[config.mk]
export PLATFORM = sky130hd
export DESIGN_NAME = pidc_div
export DESIGN_NICKNAME = d
export VERILOG_FILES = /design/src/design/pidc_pkg.sv /design/src/design/pidc_div.sv
export SDC_FILE = /design/constraint.sdc
export NUM_CORES = 1
export LEC_CHECK = 0
export ABC_AREA = 1
export BUFFER_PORTS_ARGS = -buffer_cell sky130_fd_sc_hd__buf_4
export CAP_MARGIN = 15
export CORE_UTILIZATION = 55
export DETAILED_ROUTE_END_ITERATION = 16
export HOLD_SLACK_MARGIN = 0.03
export PLACE_DENSITY = 0.81
export SLEW_MARGIN = 20
export SYNTH_ARGS = -nofsm -noshare
export SYNTH_HDL_FRONTEND = slang
export SYNTH_SLANG_ARGS = --single-unit
export TNS_END_PERCENT = 50
[constraint.sdc]
create_clock -name i_clk -period 3.25 [get_ports i_clk]
set_clock_uncertainty 0.1 [all_clocks]
set_input_delay 0.65 -clock i_clk [delete_from_list [all_inputs] [get_ports i_clk]]
set_output_delay 0.65 -clock i_clk [all_outputs]
set_load 0.01 [all_outputs]
[src/design/pidc_pkg.sv]
// ----------------------------------------------------------------------------
// pidc_pkg: shared types and constants of the clamped PID controller
// Fixed-point widths, register indexes and the sequencer state type.
// ----------------------------------------------------------------------------
`default_nettype none

package pidc_pkg;

    // Q16.16 data path
    localparam int DATA_W    = 32;
    localparam int FRAC_W    = 16;

    // error = target - sample, diff = error - last error
    localparam int ERR_W     = DATA_W + 1;
    localparam int DIFF_W    = DATA_W + 2;

    // divider: |diff| << FRAC_W over step_time
    localparam int DIV_NUM_W = DIFF_W - 1 + FRAC_W;
    localparam int DIV_CNT_W = $clog2(DIV_NUM_W + 1);
    localparam int DER_W     = DIV_NUM_W + 1;

    // shared multiplier: signed A by signed B, B taken in two chunks
    localparam int MUL_A_W   = ERR_W;
    localparam int MUL_B_W   = DER_W;
    localparam int MUL_CH_W  = 32;
    localparam int MUL_HI_W  = MUL_B_W - MUL_CH_W;
    localparam int PROD_W    = DATA_W + MUL_CH_W;
    localparam int ACC_W     = DATA_W + MUL_B_W;
    localparam int Q_W       = ACC_W - FRAC_W;
    localparam int TERM_W    = 62;            // terms saturate to +-(2^61 - 1)
    localparam int SUM_W     = 64;

    // stream packing
    localparam int TDATA_W   = ((3 * DATA_W + 7) / 8) * 8;
    localparam int OUT_W     = ((DATA_W + 7) / 8) * 8;

    // configuration registers
    localparam int CFG_IDX_W = 3;
    localparam logic [CFG_IDX_W-1:0] CFG_GAIN_PROP   = 3'd0;
    localparam logic [CFG_IDX_W-1:0] CFG_GAIN_INTEG  = 3'd1;
    localparam logic [CFG_IDX_W-1:0] CFG_GAIN_DERIV  = 3'd2;
    localparam logic [CFG_IDX_W-1:0] CFG_OUT_LOWER   = 3'd3;
    localparam logic [CFG_IDX_W-1:0] CFG_OUT_UPPER   = 3'd4;
    localparam logic [CFG_IDX_W-1:0] CFG_INTEG_LOWER = 3'd5;
    localparam logic [CFG_IDX_W-1:0] CFG_INTEG_UPPER = 3'd6;

    typedef enum logic [3:0] {
        S_IDLE,
        S_ERR,
        S_INT_MUL,
        S_INT_WAIT,
        S_INT_CLAMP,
        S_P_MUL,
        S_P_WAIT,
        S_I_MUL,
        S_I_WAIT,
        S_D_MUL,
        S_D_WAIT,
        S_OUT_CLAMP
    } t_state;

endpackage

`default_nettype wire

[src/design/pidc_div.sv]
// ----------------------------------------------------------------------------
// pidc_div: radix-2 restoring divider
// Unsigned quotient, one bit per cycle, truncating.
// ----------------------------------------------------------------------------
`default_nettype none

module pidc_div (
    input  wire logic                              i_clk,
    input  wire logic                              i_rst_n,
    input  wire logic                              i_start,
    input  wire logic [pidc_pkg::DIV_NUM_W-1:0]    i_num,
    input  wire logic [pidc_pkg::DATA_W-1:0]       i_den,
    output logic                                   o_done,
    output logic [pidc_pkg::DIV_NUM_W-1:0]         o_quo
);

    logic [pidc_pkg::DIV_CNT_W-1:0] r_cnt;
    logic                           r_done;
    logic [pidc_pkg::DIV_NUM_W-1:0] r_quo;   // dividend shifts out, quotient in
    logic [pidc_pkg::DATA_W-1:0]    r_rem;
    logic [pidc_pkg::DATA_W-1:0]    r_den;

    logic [pidc_pkg::DATA_W:0] w_trial;
    logic                      w_fit;

    assign w_trial = {r_rem, r_quo[pidc_pkg::DIV_NUM_W-1]};
    assign w_fit   = (w_trial >= {1'b0, r_den});

    always_ff @(posedge i_clk) begin
        if (!i_rst_n) begin
            r_cnt  <= '0;
            r_done <= 1'b0;
        end else begin
            r_done <= 1'b0;
            if (i_start) begin
                r_cnt <= pidc_pkg::DIV_CNT_W'(pidc_pkg::DIV_NUM_W);
            end else if (r_cnt != '0) begin
                r_cnt <= r_cnt - pidc_pkg::DIV_CNT_W'(1);
                if (r_cnt == pidc_pkg::DIV_CNT_W'(1)) begin
                    r_done <= 1'b1;
                end
            end
        end
    end

    always_ff @(posedge i_clk) begin
        if (i_start) begin
            r_quo <= i_num;
            r_rem <= '0;
            r_den <= i_den;
        end else if (r_cnt != '0) begin
            r_rem <= w_fit ? pidc_pkg::DATA_W'(w_trial - {1'b0, r_den})
                           : pidc_pkg::DATA_W'(w_trial);
            r_quo <= {r_quo[pidc_pkg::DIV_NUM_W-2:0], w_fit};
        end
    end

    assign o_done = r_done;
    assign o_quo  = r_quo;

endmodule

`default_nettype wire

* Word level (Yosys, flattened, before mapping) *
Index checks and enable logic that the tools add are counted.
Widths: inputs -> output; s select.

word-level totals
  output and inout bits = 50
  input port bits = 84
  word-level logic and storage cells = 22
  register bits = 120

cells by class
  add/sub/neg operators = 2
  multiplexer cells = 6
  bitwise gates (word level) = 2
  equal/unequal tests = 1
  reduce and logical (&&, ||, !) cells = 4
  $lt $le $gt $ge = 1

operator list
  cell                 count
  $mux 49              2
  $ge 33x32->1         1
  $mux 32              1
  $sub 32x32->32       1
  $mux 6               2
  $eq 6x1->1 const B   1
  $reduce_bool 6->1    1
  $sub 6x1->6 const B  1
  $reduce_or 3->1      1
  $not 1->1            2
  $reduce_bool 2->1    1
  $reduce_or 2->1      1
  $mux 1               1

* Depth between registers and ports, before layout *
  word-level depth = 3
  gate-level depth with buffers = 17
  mapped depth without buffers = 16

* Least setup slack after synthesis *
OpenSTA, ideal clock, no wires.

  path kind = reg2reg
  start point = register r_cnt[0] (netlist bit)
  end point = register r_quo (netlist bit o_quo[0]), enable pin
  buffers on the path = 1
  library setup time = 0.403 ns
  data arrival time = 2.246 ns
  data required time = 2.747 ns
  path slack = 0.500 ns
  clock period less this slack = 2.750 ns
  cell stages (with the launch flop) = 9
  path through = dfxtp_1 inv_1 ha_1 nand2_1 nor2_1 clkinv_1 clkbuf_1 nor2_1 inv_1

between the ends
  word-level cells in the longest chain between the ends = 2

ends and longest elaborated chain
  what                         RTL line        text
  start, declared              pidc_div.sv:17  logic [pidc_pkg::DIV_CNT_W-1:0] r_cnt;
  start signal, assigned       pidc_div.sv:36  r_cnt <= pidc_pkg::DIV_CNT_W'(pidc_pkg::DIV_NUM_W);
  start signal, assigned       pidc_div.sv:38  r_cnt <= r_cnt - pidc_pkg::DIV_CNT_W'(1);
  $reduce_bool 6->1            pidc_div.sv:51  end else if (r_cnt != '0) begin
  $reduce_bool 2->1 (no line)  --
  end signal, assigned         pidc_div.sv:48  r_quo <= i_num;
  end signal, assigned         pidc_div.sv:54  r_quo <= {r_quo[pidc_pkg::DIV_NUM_W-2:0], w_fit};
  end, declared                pidc_div.sv:19  logic [pidc_pkg::DIV_NUM_W-1:0] r_quo;

Every way passes these cells.
A chain may end at the register's enable or synchronous reset.

* Final worst setup path *
  start point = register r_den[24] (netlist bit)
  end point = register r_rem[7] (netlist bit)

between the ends
  word-level cells in the longest chain between the ends = 2

ends and longest elaborated chain
  what                    RTL line        text
  start, declared         pidc_div.sv:21  logic [pidc_pkg::DATA_W-1:0] r_den;
  start signal, assigned  pidc_div.sv:50  r_den <= i_den;
  $ge 33x32->1            pidc_div.sv:27  assign w_fit = (w_trial >= {1'b0, r_den});
  $mux 32                 pidc_div.sv:52  r_rem <= w_fit ? pidc_pkg::DATA_W'(w_trial - {1'b0, r_den})
  end signal, assigned    pidc_div.sv:52
  end, declared           pidc_div.sv:20  logic [pidc_pkg::DATA_W-1:0] r_rem;

Every way passes these cells.

==> flow_summary.ini <==
[grt]
grt_pass1_vias = 6770
grt_pass1_wl_mm = 33.23
grt_max_degree = 61
grt_overflow = 0
grt_antenna_before_repair = 0
gr-usage-all-layers_pct = 29.71

[setup_path]
cp-start-kind = flip-flop
worst-path-max-fanout = 22
path_common_cell = nand2_1
worstSetupEndpointType = flip-flop
crit_type = flip-flop to flip-flop
cp_slowest_cell = nand2_2
critical_path.cell_chain = inv_1, ha_1, nand2_1, nor2_1, nand2_1, nor2_1, nand2_1, nor2_2, nor2_2, nand2_2, buf_4, nand2_1, nand3_1, nand2_1, inv_1
worstReg2RegEnd = r_rem[7]$_SDFFE_PP0N_
slowest_delay_ns = 0.39
critPathTopFamily = simple AND/OR/NAND/NOR gates
cp_data_arrival_time_ns = 2.94
ff2ff_path_depth = 15
required_ns = 3.52
rrSetupSlack_ns = 0.58
path_buf_inv = 3
timing.rr.start = r_den[24]$_DFFE_PP_

[clock_network]
post-cts-setup-buffer-count = 0
cts.sinks = 120
cts_resized = 0
cts_buffers = 17
root_buffer = clkbuf_16
cts_hold_buf = 0
path_clk_slew_ns = 0.07
cts.htree.levels = 4
insertion_delay_ns = 0.43
cts_tree = done
clockBufferDepth = 2

[logic_synthesis]
synth-seq-area-share_pct = 41.51
synth_flop_cell = edfxtp_1
syn-instance-count = 1109
synth_edf_count = 81
ys_warn_count = 0
ys_seq_elements = 120
synthDistinctLibCells = 34
syn-num-nets = 1228
syn-mean-instance-area_sq_um = 6.979
netlist_area_sq_mm = 0.007740
async_flop_share_pct = 0

[power]
switching_share_pct = 43.41
p_per_area_mw_per_mm2 = 802.1
p_int_mw = 4.280
pwr-share-comb_pct = 46.3
power_mw = 7.563
p_switching_mw = 3.283
power_leakage_nw = 5.141
peakVddDrop_mv = 0.4073
pwr-share-clk_pct = 24.3
p_seq_share_pct = 29.4

[place]
dpl_cell_area_sq_mm = 0.008860
place_hpwl_mm = 15.31
place_congestion = 0.9721
portBuffers = 133
pre_cts_ws_ns = 0.6164

[timing]
worst_pin_slew_ns = 1.021
hold_viol_final = 0
slew_violations = 0
period_needed_ns = 2.670
max_slew_margin_pct = 31.83
fin_crit_sh_pct = 82.15
fin_setup_tns_ns = 0
max_freq_ghz = 0.3745
rsz0062_at_grt = false
setup_viol_count_final = 0
worst_slack_ns = 0.5801

[detailed_routing]
drtIter0Drc = 563
ant_nets = 0
drt_wl_total_mm = 20.70
wire_per_inst_um = 14.48
viasPerCell = 5.080
drc = 0
vias = 7259
drtPass1Iterations = 5

[run_status]
status = finished clean

[die]
core_area_sq_mm = 0.01351
io_pins = 134
dieArea_sq_mm = 0.01455
rows = 42
fp.dieH_um = 120.6
start_util_pct = 57.31
die_w_um = 120.6

[flow_run]
drv_cap = 0

[final_layout]
final_common_cell = nand2_1
final_cell_area_sq_mm = 0.009429
final_cell_mix = nand2_1, inv_1, buf_4
diodes = 0
areaGrowthSynthToFinish_pct = 21.82
fin_nets = 1359
drive_gt1_share_pct = 16.52
n_fill_cell = 1129

[min_path]
hold_class = primary input to flip-flop
worstHoldEndpoint = r_den[4]$_DFFE_PP_
holdPathStages = 1
hold_start = i_den[4]
## kinds of logic (layout without fill, tap and decap cells)
logic type / after synthesis / in the layout / synth area share [%]
buffers and inverters: 225 / 369 / 11.59
flip-flops: 120 / 120 / 41.51
adder cells (fa/ha/maj): 35 / 35 / 5.755
AND/OR/NAND/NOR: 646 / 646 / 34.80
AO/OA/AOI/OAI: 67 / 67 / 4.526
XOR/XNOR: 16 / 16 / 1.810
## cell usage after synthesis (4+ instances only)
cell,number,area [sq um]
nand2_1,453,1700
inv_1,193,724.4
edfxtp_1,81,2432
nor2_1,75,281.5
nand3_1,68,340.3
dfxtp_1,39,780.8
a21oi_1,38,190.2
ha_1,34,425.4
o21ai_0,23,115.1
clkbuf_1,16,60.06
nand3_2,11,110.1
nor2_2,11,68.82
xor2_1,11,96.34
nand4_1,7,43.79
nand2_2,6,37.54
buf_6,5,56.30
nand3b_1,5,37.54
xnor2_1,5,43.79
and2_1,4,25.02
buf_2,4,20.02
o21bai_1,4,30.03
## per-layer routing
| metal | vias up | global-route usage (%) | routed length, um |
|---|---|---|---|
| met5 | - | 0 | 0 |
| met4 | 0 | 9.645 | 418 |
| met3 | 31 | 7.028 | 1660 |
| met2 | 274 | 47.13 | 9361 |
| met1 | 3266 | 39.97 | 9256 |
| li1 | 3688 | - | - |
## how the worst max path moves through the flow
stage	slack, ns	cells after the start	start	to
2_1_floorplan	0.50	8	r_cnt[0]$_SDFFE_PN0P_	o_quo[0]$_DFFE_PP_
3_3_place_gp	0.61	15	r_den[24]$_DFFE_PP_	r_rem[8]$_SDFFE_PP0N_
3_5_place_dp	0.62	15	r_den[24]$_DFFE_PP_	r_rem[8]$_SDFFE_PP0N_
4_1_cts	0.60	15	r_den[24]$_DFFE_PP_	r_rem[7]$_SDFFE_PP0N_
5_1_grt	0.31	15	r_den[24]$_DFFE_PP_	r_rem[7]$_SDFFE_PP0N_
6_report	0.58	15	r_den[24]$_DFFE_PP_	r_rem[7]$_SDFFE_PP0N_
## worst reg2reg max path: cells and delay by family (launching register included)
kind	cells	cell delay, ns
adders and majority gates	1	0.38
buffers and inverters	3	0.36
DFF	1	0.32
and+or+nand+nor	11	1.45
## final cells by class
class                   count  area, sq um  area share [%]
multi-input cells         764         3630           38.50
clock buffers              17        425.4           4.512
well taps                 176        220.2           2.335
repair buffers            141         1059           11.23
inverters                 196        738.2           7.829
flip-flops and latches    120         3213           34.08
clock inverters            15        143.9           1.526
## state kept, by name (all words and copies together), names as in the netlist
name / flops
o_quo: 49
r_den: 32
r_rem: 32
r_cnt: 6
o_done: 1
## power groups by stage
stage / registers (mW) / clock network, mW / logic [mW]
2_1_floorplan: 2.23 / 0 / 2.50
3_5_place_dp: 2.24 / 0 / 3.42
4_1_cts: 2.22 / 1.86 / 3.46
6_report: 2.22 / 1.84 / 3.50
5_1_grt: 2.26 / 1.93 / 3.92
3_3_place_gp: 2.23 / 0 / 3.38
## through the flow
stage / hold WS, ns / cells / util (%)
floorplan: 0.3450 / 1109 / -
global placement: 0.3591 / 1397 / 65.60
detailed placement: 0.3635 / 1397 / 65.60
CTS: 0.2813 / 1429 / 69.82
global route: 0.2837 / 1429 / 69.82
finish: 0.2953 / 1429 / 69.82
No activity file was read; power rests on OpenSTA's default activity.
