**src/design/pidc_pkg.sv**
```systemverilog
// ----------------------------------------------------------------------------
// pidc_pkg: shared types and constants of the clamped PID controller
// Fixed-point widths, register indexes and the sequencer state type.
// ----------------------------------------------------------------------------
`default_nettype none

package pidc_pkg;

    // Q16.16 data path
    localparam int DATA_W    = 32;
    localparam int FRAC_W    = 16;

    // error = target - sample, diff = error - last error
    localparam int ERR_W     = DATA_W + 1;
    localparam int DIFF_W    = DATA_W + 2;

    // divider: |diff| << FRAC_W over step_time
    localparam int DIV_NUM_W = DIFF_W - 1 + FRAC_W;
    localparam int DIV_CNT_W = $clog2(DIV_NUM_W + 1);
    localparam int DER_W     = DIV_NUM_W + 1;

    // shared multiplier: signed A by signed B, B taken in two chunks
    localparam int MUL_A_W   = ERR_W;
    localparam int MUL_B_W   = DER_W;
    localparam int MUL_CH_W  = 32;
    localparam int MUL_HI_W  = MUL_B_W - MUL_CH_W;
    localparam int PROD_W    = DATA_W + MUL_CH_W;
    localparam int ACC_W     = DATA_W + MUL_B_W;
    localparam int Q_W       = ACC_W - FRAC_W;
    localparam int TERM_W    = 62;            // terms saturate to +-(2^61 - 1)
    localparam int SUM_W     = 64;

    // stream packing
    localparam int TDATA_W   = ((3 * DATA_W + 7) / 8) * 8;
    localparam int OUT_W     = ((DATA_W + 7) / 8) * 8;

    // configuration registers
    localparam int CFG_IDX_W = 3;
    localparam logic [CFG_IDX_W-1:0] CFG_GAIN_PROP   = 3'd0;
    localparam logic [CFG_IDX_W-1:0] CFG_GAIN_INTEG  = 3'd1;
    localparam logic [CFG_IDX_W-1:0] CFG_GAIN_DERIV  = 3'd2;
    localparam logic [CFG_IDX_W-1:0] CFG_OUT_LOWER   = 3'd3;
    localparam logic [CFG_IDX_W-1:0] CFG_OUT_UPPER   = 3'd4;
    localparam logic [CFG_IDX_W-1:0] CFG_INTEG_LOWER = 3'd5;
    localparam logic [CFG_IDX_W-1:0] CFG_INTEG_UPPER = 3'd6;

    typedef enum logic [3:0] {
        S_IDLE,
        S_ERR,
        S_INT_MUL,
        S_INT_WAIT,
        S_INT_CLAMP,
        S_P_MUL,
        S_P_WAIT,
        S_I_MUL,
        S_I_WAIT,
        S_D_MUL,
        S_D_WAIT,
        S_OUT_CLAMP
    } t_state;

endpackage

`default_nettype wire

```
**src/design/pidc_mul.sv**
```systemverilog
// ----------------------------------------------------------------------------
// pidc_mul: shared sequenced fixed-point multiplier
// Sign-magnitude product, B in two chunks through one 32x32 multiplier,
// floor shift by FRAC_W and saturation to +-(2^61 - 1).
// ----------------------------------------------------------------------------
`default_nettype none

module pidc_mul (
    input  wire logic                                i_clk,
    input  wire logic                                i_rst_n,
    input  wire logic                                i_start,
    input  wire logic signed [pidc_pkg::MUL_A_W-1:0] i_a,
    input  wire logic signed [pidc_pkg::MUL_B_W-1:0] i_b,
    output logic                                     o_done,
    output logic signed [pidc_pkg::TERM_W-1:0]       o_term
);

    localparam logic [pidc_pkg::ACC_W-1:0] RND =
        (pidc_pkg::ACC_W'(1) << pidc_pkg::FRAC_W) - pidc_pkg::ACC_W'(1);
    localparam logic [pidc_pkg::Q_W-1:0] TERM_MAX =
        (pidc_pkg::Q_W'(1) << (pidc_pkg::TERM_W - 1)) - pidc_pkg::Q_W'(1);

    logic                               r_busy;
    logic [1:0]                         r_ph;
    logic [pidc_pkg::DATA_W-1:0]        r_ma;
    logic [pidc_pkg::MUL_B_W-1:0]       r_mb;
    logic                               r_neg;
    logic [pidc_pkg::PROD_W-1:0]        r_prod;
    logic [pidc_pkg::ACC_W-1:0]         r_acc;
    logic                               r_done;
    logic signed [pidc_pkg::TERM_W-1:0] r_term;

    logic [pidc_pkg::MUL_A_W-1:0]  w_abs_a;
    logic [pidc_pkg::MUL_B_W-1:0]  w_abs_b;
    logic [pidc_pkg::MUL_CH_W-1:0] w_chunk;
    logic [pidc_pkg::Q_W-1:0]      w_q;
    logic [pidc_pkg::TERM_W-1:0]   w_mag;

    assign w_abs_a = i_a[pidc_pkg::MUL_A_W-1] ? -i_a : i_a;
    assign w_abs_b = i_b[pidc_pkg::MUL_B_W-1] ? -i_b : i_b;

    // low chunk first, then the high one
    assign w_chunk = (r_ph == 2'd0) ? r_mb[pidc_pkg::MUL_CH_W-1:0]
                   : pidc_pkg::MUL_CH_W'(r_mb[pidc_pkg::MUL_B_W-1:pidc_pkg::MUL_CH_W]);

    assign w_q   = r_acc[pidc_pkg::ACC_W-1:pidc_pkg::FRAC_W];
    assign w_mag = (w_q > TERM_MAX) ? pidc_pkg::TERM_W'(TERM_MAX)
                                    : pidc_pkg::TERM_W'(w_q);

    always_ff @(posedge i_clk) begin
        if (!i_rst_n) begin
            r_busy <= 1'b0;
            r_ph   <= 2'd0;
            r_done <= 1'b0;
        end else begin
            r_done <= 1'b0;
            if (i_start) begin
                r_busy <= 1'b1;
                r_ph   <= 2'd0;
            end else if (r_busy) begin
                r_ph <= r_ph + 2'd1;
                if (r_ph == 2'd3) begin
                    r_busy <= 1'b0;
                    r_done <= 1'b1;
                end
            end
        end
    end

    always_ff @(posedge i_clk) begin
        if (i_start) begin
            // |err| never reaches 2^32, so the magnitude fits DATA_W bits
            r_ma  <= w_abs_a[pidc_pkg::DATA_W-1:0];
            r_mb  <= w_abs_b;
            r_neg <= i_a[pidc_pkg::MUL_A_W-1] ^ i_b[pidc_pkg::MUL_B_W-1];
        end else if (r_busy) begin
            case (r_ph)
                2'd0: begin
                    r_prod <= r_ma * w_chunk;
                end
                2'd1: begin
                    // rounding bias on the magnitude gives a floor shift
                    r_acc  <= pidc_pkg::ACC_W'(r_prod)
                            + (r_neg ? RND : pidc_pkg::ACC_W'(0));
                    r_prod <= r_ma * w_chunk;
                end
                2'd2: begin
                    r_acc <= r_acc + (pidc_pkg::ACC_W'(r_prod) << pidc_pkg::MUL_CH_W);
                end
                default: begin
                    r_term <= r_neg ? -$signed(w_mag) : $signed(w_mag);
                end
            endcase
        end
    end

    assign o_done = r_done;
    assign o_term = r_term;

endmodule

`default_nettype wire

```
**config.mk**
```make
export PLATFORM = sky130hd
export DESIGN_NAME = pidc_mul
export DESIGN_NICKNAME = d
export VERILOG_FILES = /design/src/design/pidc_pkg.sv /design/src/design/pidc_mul.sv
export SDC_FILE = /design/constraint.sdc
export NUM_CORES = 2
export LEC_CHECK = 0
export BUFFER_PORTS_ARGS = -buffer_cell sky130_fd_sc_hd__buf_4
export CORE_ASPECT_RATIO = 0.9
export CORE_MARGIN = 2
export CORE_UTILIZATION = 66
export CTS_CLUSTER_DIAMETER = 100
export CTS_CLUSTER_SIZE = 25
export DETAILED_ROUTE_END_ITERATION = 8
export PLACE_DENSITY = 0.88
export SYNTH_ARGS = -nofsm -noshare
export SYNTH_HDL_FRONTEND = slang
export SYNTH_SLANG_ARGS = --single-unit
export TNS_END_PERCENT = 1
```
**constraint.sdc**
```tcl
create_clock -name i_clk -period 11.3 [get_ports i_clk]
set_clock_uncertainty 0.15 [all_clocks]
set_input_delay 0.565 -clock i_clk [delete_from_list [all_inputs] [get_ports i_clk]]
set_output_delay 0.565 -clock i_clk [all_outputs]
set_load 0.1 [all_outputs]
```
==> Word level (Yosys, flattened, before mapping) <==
Index checks and enable logic that the tools add are counted.
{ "word_totals": {"ff_bits": 295, "latchBits": 0, "mem_bits_rw": 0, "mem_bits_ro": 0, "in_bits": 86, "output_inout_bits": 63, "memories": 0} }
{ "classes": {"n_addsub": 6, "mul": 1, "div_mod_pow": 0, "magnitude_cmp": 1, "n_eq_ne": 3, "shift": 0, "mux": 11, "bitwise_logic": 5, "reduce_logical": 9} }
{ "op_table": {"columns": ["op", "count"], "rows": [
  ["82-bit case mux with 2 select lines", 1],
  ["62-bit 2-to-1 mux", 2],
  ["82-bit adder", 1],
  ["66-bit by 61-bit greater-than comparator with 1-bit output (second input constant)", 1],
  ["64-bit by 16-bit adder with 65-bit output", 1],
  ["32-bit by 32-bit multiplier with 64-bit output", 1],
  ["32-bit 2-to-1 mux", 2],
  ["62-bit negator", 1],
  ["50-bit negator", 1],
  ["49-bit 2-to-1 mux", 1],
  ["32-bit negator", 1],
  ["16-bit 2-to-1 mux", 1],
  ["3-bit AND reduction", 3],
  ["3-bit OR reduction", 2],
  ["2-bit equality test (second input constant)", 2],
  ["1-bit 2-to-1 mux", 4],
  ["1-bit inverter", 4],
  ["2-bit OR reduction", 2],
  ["2-bit by 1-bit adder with 2-bit output (second input constant)", 1],
  ["2-bit by 1-bit equality test with 1-bit output (second input constant)", 1],
  ["2-bit logical NOT", 1],
  ["2-bit nonzero test", 1],
  ["1-bit XOR", 1]
]} }

==> Logic depth before layout (Yosys ltp) <==
{ "logic_depth": {"depth_word": 4, "mapped_depth": 33, "mapped_depth_nobuf": 31} }

==> Worst setup path after synthesis <==
Ideal clock, no wire load.
{ "synth_timing": {"kind": "register -> register", "startpoint": "reg r_ph[0]", "endpoint": "reg r_prod[57] (netlist name), data pin", "t_arrival_ns": 8.543, "required_time_ns": 10.891, "path_slack_ns": 2.348, "stages_incl_launch_ff": 34, "path_buffers": 5, "path_cell_list": "dfxtp_1 -> inv_1 -> ha_1 -> clkbuf_1 -> clkbuf_1 -> and2_1 -> clkbuf_1 -> buf_1 -> nand2_1 -> fa_1 -> inv_1 -> fa_1 -> inv_1 -> fa_1 -> inv_1 -> fa_1 -> fa_1 -> fa_1 -> fa_1 -> inv_1 -> fa_1 -> inv_1 -> ha_1 -> clkbuf_1 -> a21o_1 -> o21bai_1 -> a41o_1 -> a2111oi_0 -> a211oi_1 -> nor3_1 -> o31ai_1 -> a21o_1 -> a21oi_1 -> xnor2_1"} }
{ "synth_via": {"elab_chain_cells": 3} }
{ "synth_lines": {"columns": ["element", "line_no", "rtl"], "rows": [
  ["from (decl)", "pidc_mul.sv:24", "logic [1:0] r_ph;"],
  ["from (signal assigned)", "pidc_mul.sv:61", "r_ph <= r_ph + 2'd1;"],
  ["2-bit logical NOT", "pidc_mul.sv:43, pidc_mul.sv:77", null],
  ["32-bit 2-to-1 mux", "pidc_mul.sv:43", "assign w_chunk = (r_ph == 2'd0) ? r_mb[pidc_pkg::MUL_CH_W-1:0]"],
  ["32-bit by 32-bit multiplier with 64-bit output", "pidc_mul.sv:79, pidc_mul.sv:85", null],
  ["to (signal assigned)", "pidc_mul.sv:79", "r_prod <= r_ma * w_chunk;"],
  ["to (signal assigned)", "pidc_mul.sv:85", "r_prod <= r_ma * w_chunk;"],
  ["to (decl)", "pidc_mul.sv:28", "logic [pidc_pkg::PROD_W-1:0] r_prod;"]
]} }
No other way between the ends.
A chain may end at the register's enable or synchronous reset.

==> Worst setup path in the final report <==
Same ends and word-level chain as after synthesis.

==> flow_metrics.env <==
export IMPL_run_status="finished, final reports clean"
export IMPL_final_cells=6151
export IMPL_io_pins=149
export IMPL_grt_pass1_wl_um=218400
export IMPL_overflow=0
export IMPL_fmax_ghz=0.09359
export IMPL_cts_buffers_inserted=16
export IMPL_drt_initial_drc_count=4156
export IMPL_hold_viol=0
export IMPL_final_antenna_net_count=0
export IMPL_dp_hpwl_um=107000
export IMPL_synth_edff_count=275
export IMPL_setup_viol=0
export IMPL_syn_to_final_growth_pct=4.751
export IMPL_ctsHoldBuffers=0
export IMPL_drv_slew=0
export IMPL_die_h_um=264.6
export IMPL_critical_path_slowest_cell="a2111oi_0"
export IMPL_fp_dieW_um=293.5
export IMPL_io_buffers=148
export IMPL_synthArstFlopShare_pct=0
export IMPL_tightest_slew_ns=1.274
export IMPL_cts_clk_slew_worst_paths_ns=0.10
export IMPL_coreArea_um2=74650
export IMPL_synth_seq_cells=279
export IMPL_num_vias=38562
export IMPL_std_cell_rows=95
export IMPL_fin_crit_sh_pct=94.56
export IMPL_cts_tree="done"
export IMPL_via_per_inst=6.269
export IMPL_ys_seq_area_share_pct=16.74
export IMPL_root_buffer="clkbuf_16"
export IMPL_grt_antenna_before_repair=4
export IMPL_synth_cell_types=78
export IMPL_grt_start_max_net_pins=65
export IMPL_hold_path_depth=1
export IMPL_fillers=5384
export IMPL_endpoint_kind="flop"
export IMPL_drv_cap=0
export IMPL_netlist_area_um2=49800
export IMPL_post_cts_buffers=0
export IMPL_dieArea_um2=77670
export IMPL_min_period_ns=10.68
export IMPL_grt_util_all_layers_pct=36.25
export IMPL_cpPeakStageDelay_ns=0.99
export IMPL_cp_data_required_time_ns=11.45
export IMPL_wirelength_um=138200
export IMPL_nets=6485
export IMPL_crit_type="flop to flop"
export IMPL_grt_pass1_vias=40399
export IMPL_whs_ns=0.06551
export IMPL_dp_cells=6119
export IMPL_drt_pass1_iterations=6
export IMPL_place_gp_congestion=1.027
export IMPL_cp_max_fo=63
export IMPL_initial_core_util_pct=66.71
export IMPL_cts_max_level=1
export IMPL_min_path_type="primary input to flop"
export IMPL_slew_headroom_pct=12.90
export IMPL_cts_sinks=279
export IMPL_avgRoutedWirePerCell_um=22.47
export IMPL_syn_area_per_cell_um2=9.543
export IMPL_critical_path_arrival_ns=10.84
export IMPL_clk_path_buf_depth=3
export IMPL_layout_drive_gt1_share_pct=5.720
export IMPL_yosys_warnings=0
export IMPL_ys_flop_type="edfxtp_1"
export IMPL_drc_errors=0
export IMPL_crit_top_cell="fa_1"
export IMPL_synth_fp_nets=6536
export IMPL_fin_tns_setup_ns=0
export IMPL_startpoint_type="flop"
export IMPL_layout_common_cells="938 x inv_1, 897 x fa_1, 573 x nand2_1, 333 x ha_1, 318 x and2_1"
export IMPL_clkLatencyLatePin_ns=0.56
export IMPL_rsz0062_at_grt="no"
export IMPL_synth_cells=5218
export IMPL_final_common_cell="inv_1"
export IMPL_reg2reg_depth=28
export IMPL_ctsResizeCount=0
==> area by class of cell <==
class	count	area (µm²)	area share (%)
Antenna cell	6	15.01	0.02878
Clock buffer	21	440.4	0.8443
Clock inverter	5	86.33	0.1655
Inverter	939	3525	6.757
Multi-Input combinational cell	3713	36910	70.76
Sequential cell	279	8338	15.98
Tap cell	970	1214	2.327
Timing Repair Buffer	218	1637	3.137
==> cells in the mapped netlist (11+ instances only) <==
cell type | n | area share, %
o311ai_0 | 25 | 0.44
inv_1 | 938 | 7.1
xor2_1 | 75 | 1.3
ha_1 | 335 | 8.4
and2_1 | 319 | 4.0
o31ai_1 | 35 | 0.53
edfxtp_1 | 275 | 17
clkbuf_1 | 270 | 2.0
fa_1 | 897 | 36
or4_1 | 21 | 0.32
o41ai_1 | 14 | 0.25
or2_2 | 11 | 0.14
nor2_1 | 138 | 1.0
a21oi_1 | 121 | 1.2
or3_1 | 37 | 0.46
and3_1 | 244 | 3.1
nor3_1 | 33 | 0.33
buf_1 | 13 | 0.098
nand2_1 | 573 | 4.3
o21ai_0 | 152 | 1.5
nand4_1 | 31 | 0.39
o21bai_1 | 17 | 0.26
nand2b_1 | 28 | 0.35
mux2i_1 | 11 | 0.22
nand3_1 | 43 | 0.43
nor2b_1 | 108 | 1.4
mux2_2 | 15 | 0.34
a31oi_1 | 16 | 0.20
a21o_1 | 91 | 1.4
a211oi_1 | 18 | 0.27
nor4_1 | 18 | 0.23
xnor2_1 | 174 | 3.1
o21a_1 | 11 | 0.17
==> final timing paths <==
check                              from         end  slack (ns)
worst max-delay path            r_ph[0]  r_prod[57]        0.62
worst min-delay path             i_a[0]     r_ma[0]        0.07
worst min register to register  r_ph[1]     r_ph[1]        0.39
worst max register to register  r_ph[0]  r_prod[57]        0.62
==> worst max-delay path: cells and delay by family (launching register included) <==
| family | cells | cell delay (ns) |
|---|---|---|
| AND/OR/NAND/NOR | 2 | 0.61 |
| buffers and inverters | 6 | 0.75 |
| adder cells (fa/ha/maj) | 10 | 5.23 |
| multiplexers | 1 | 0.60 |
| XOR/XNOR | 1 | 0.08 |
| AO/OA/AOI/OAI | 8 | 2.50 |
| flip-flops | 1 | 0.37 |
==> flip-flops by register name (all words and copies together), names as in the netlist <==
register and cells:
r_ph 2, r_busy 1, r_acc 66, r_neg 1, o_done 1, r_prod 64, r_mb 50, o_term 62
r_ma 32
==> metal layers <==
layer	GRT usage, %	part of all wire [%]
met5	0	0.10
met4	16.15	5.5
met3	11.13	13
met2	56.53	45
met1	47.00	36
==> stage by stage <==
step                      instance area [µm²]  util [%]  worst slack (ns)
after floorplan                         49800         -             2.348
after global placement                  51620     69.15             1.017
after detailed placement                51620     69.15            0.8442
after CTS                               52150     69.86            0.7993
after global routing                    52150     69.87            0.3693
final                                   52160     69.88            0.6152
==> logic make-up (layout without fill, tap and decap cells) <==
group           after synthesis  count (layout)  synth area share [%]
xor+xnor                    249             249                 4.380
buf+inv                    1226            1183                 9.264
simple gates               1641            1641                 17.17
flops                       279             279                 16.74
other cells                   0               6                     0
mux                          26              26                0.5603
fa+ha+maj                  1232            1232                 44.48
compound gates              565             565                 7.405
Power is not shown: default switching activity piles up to over one toggle a cycle in this logic, so the estimate is an artifact.
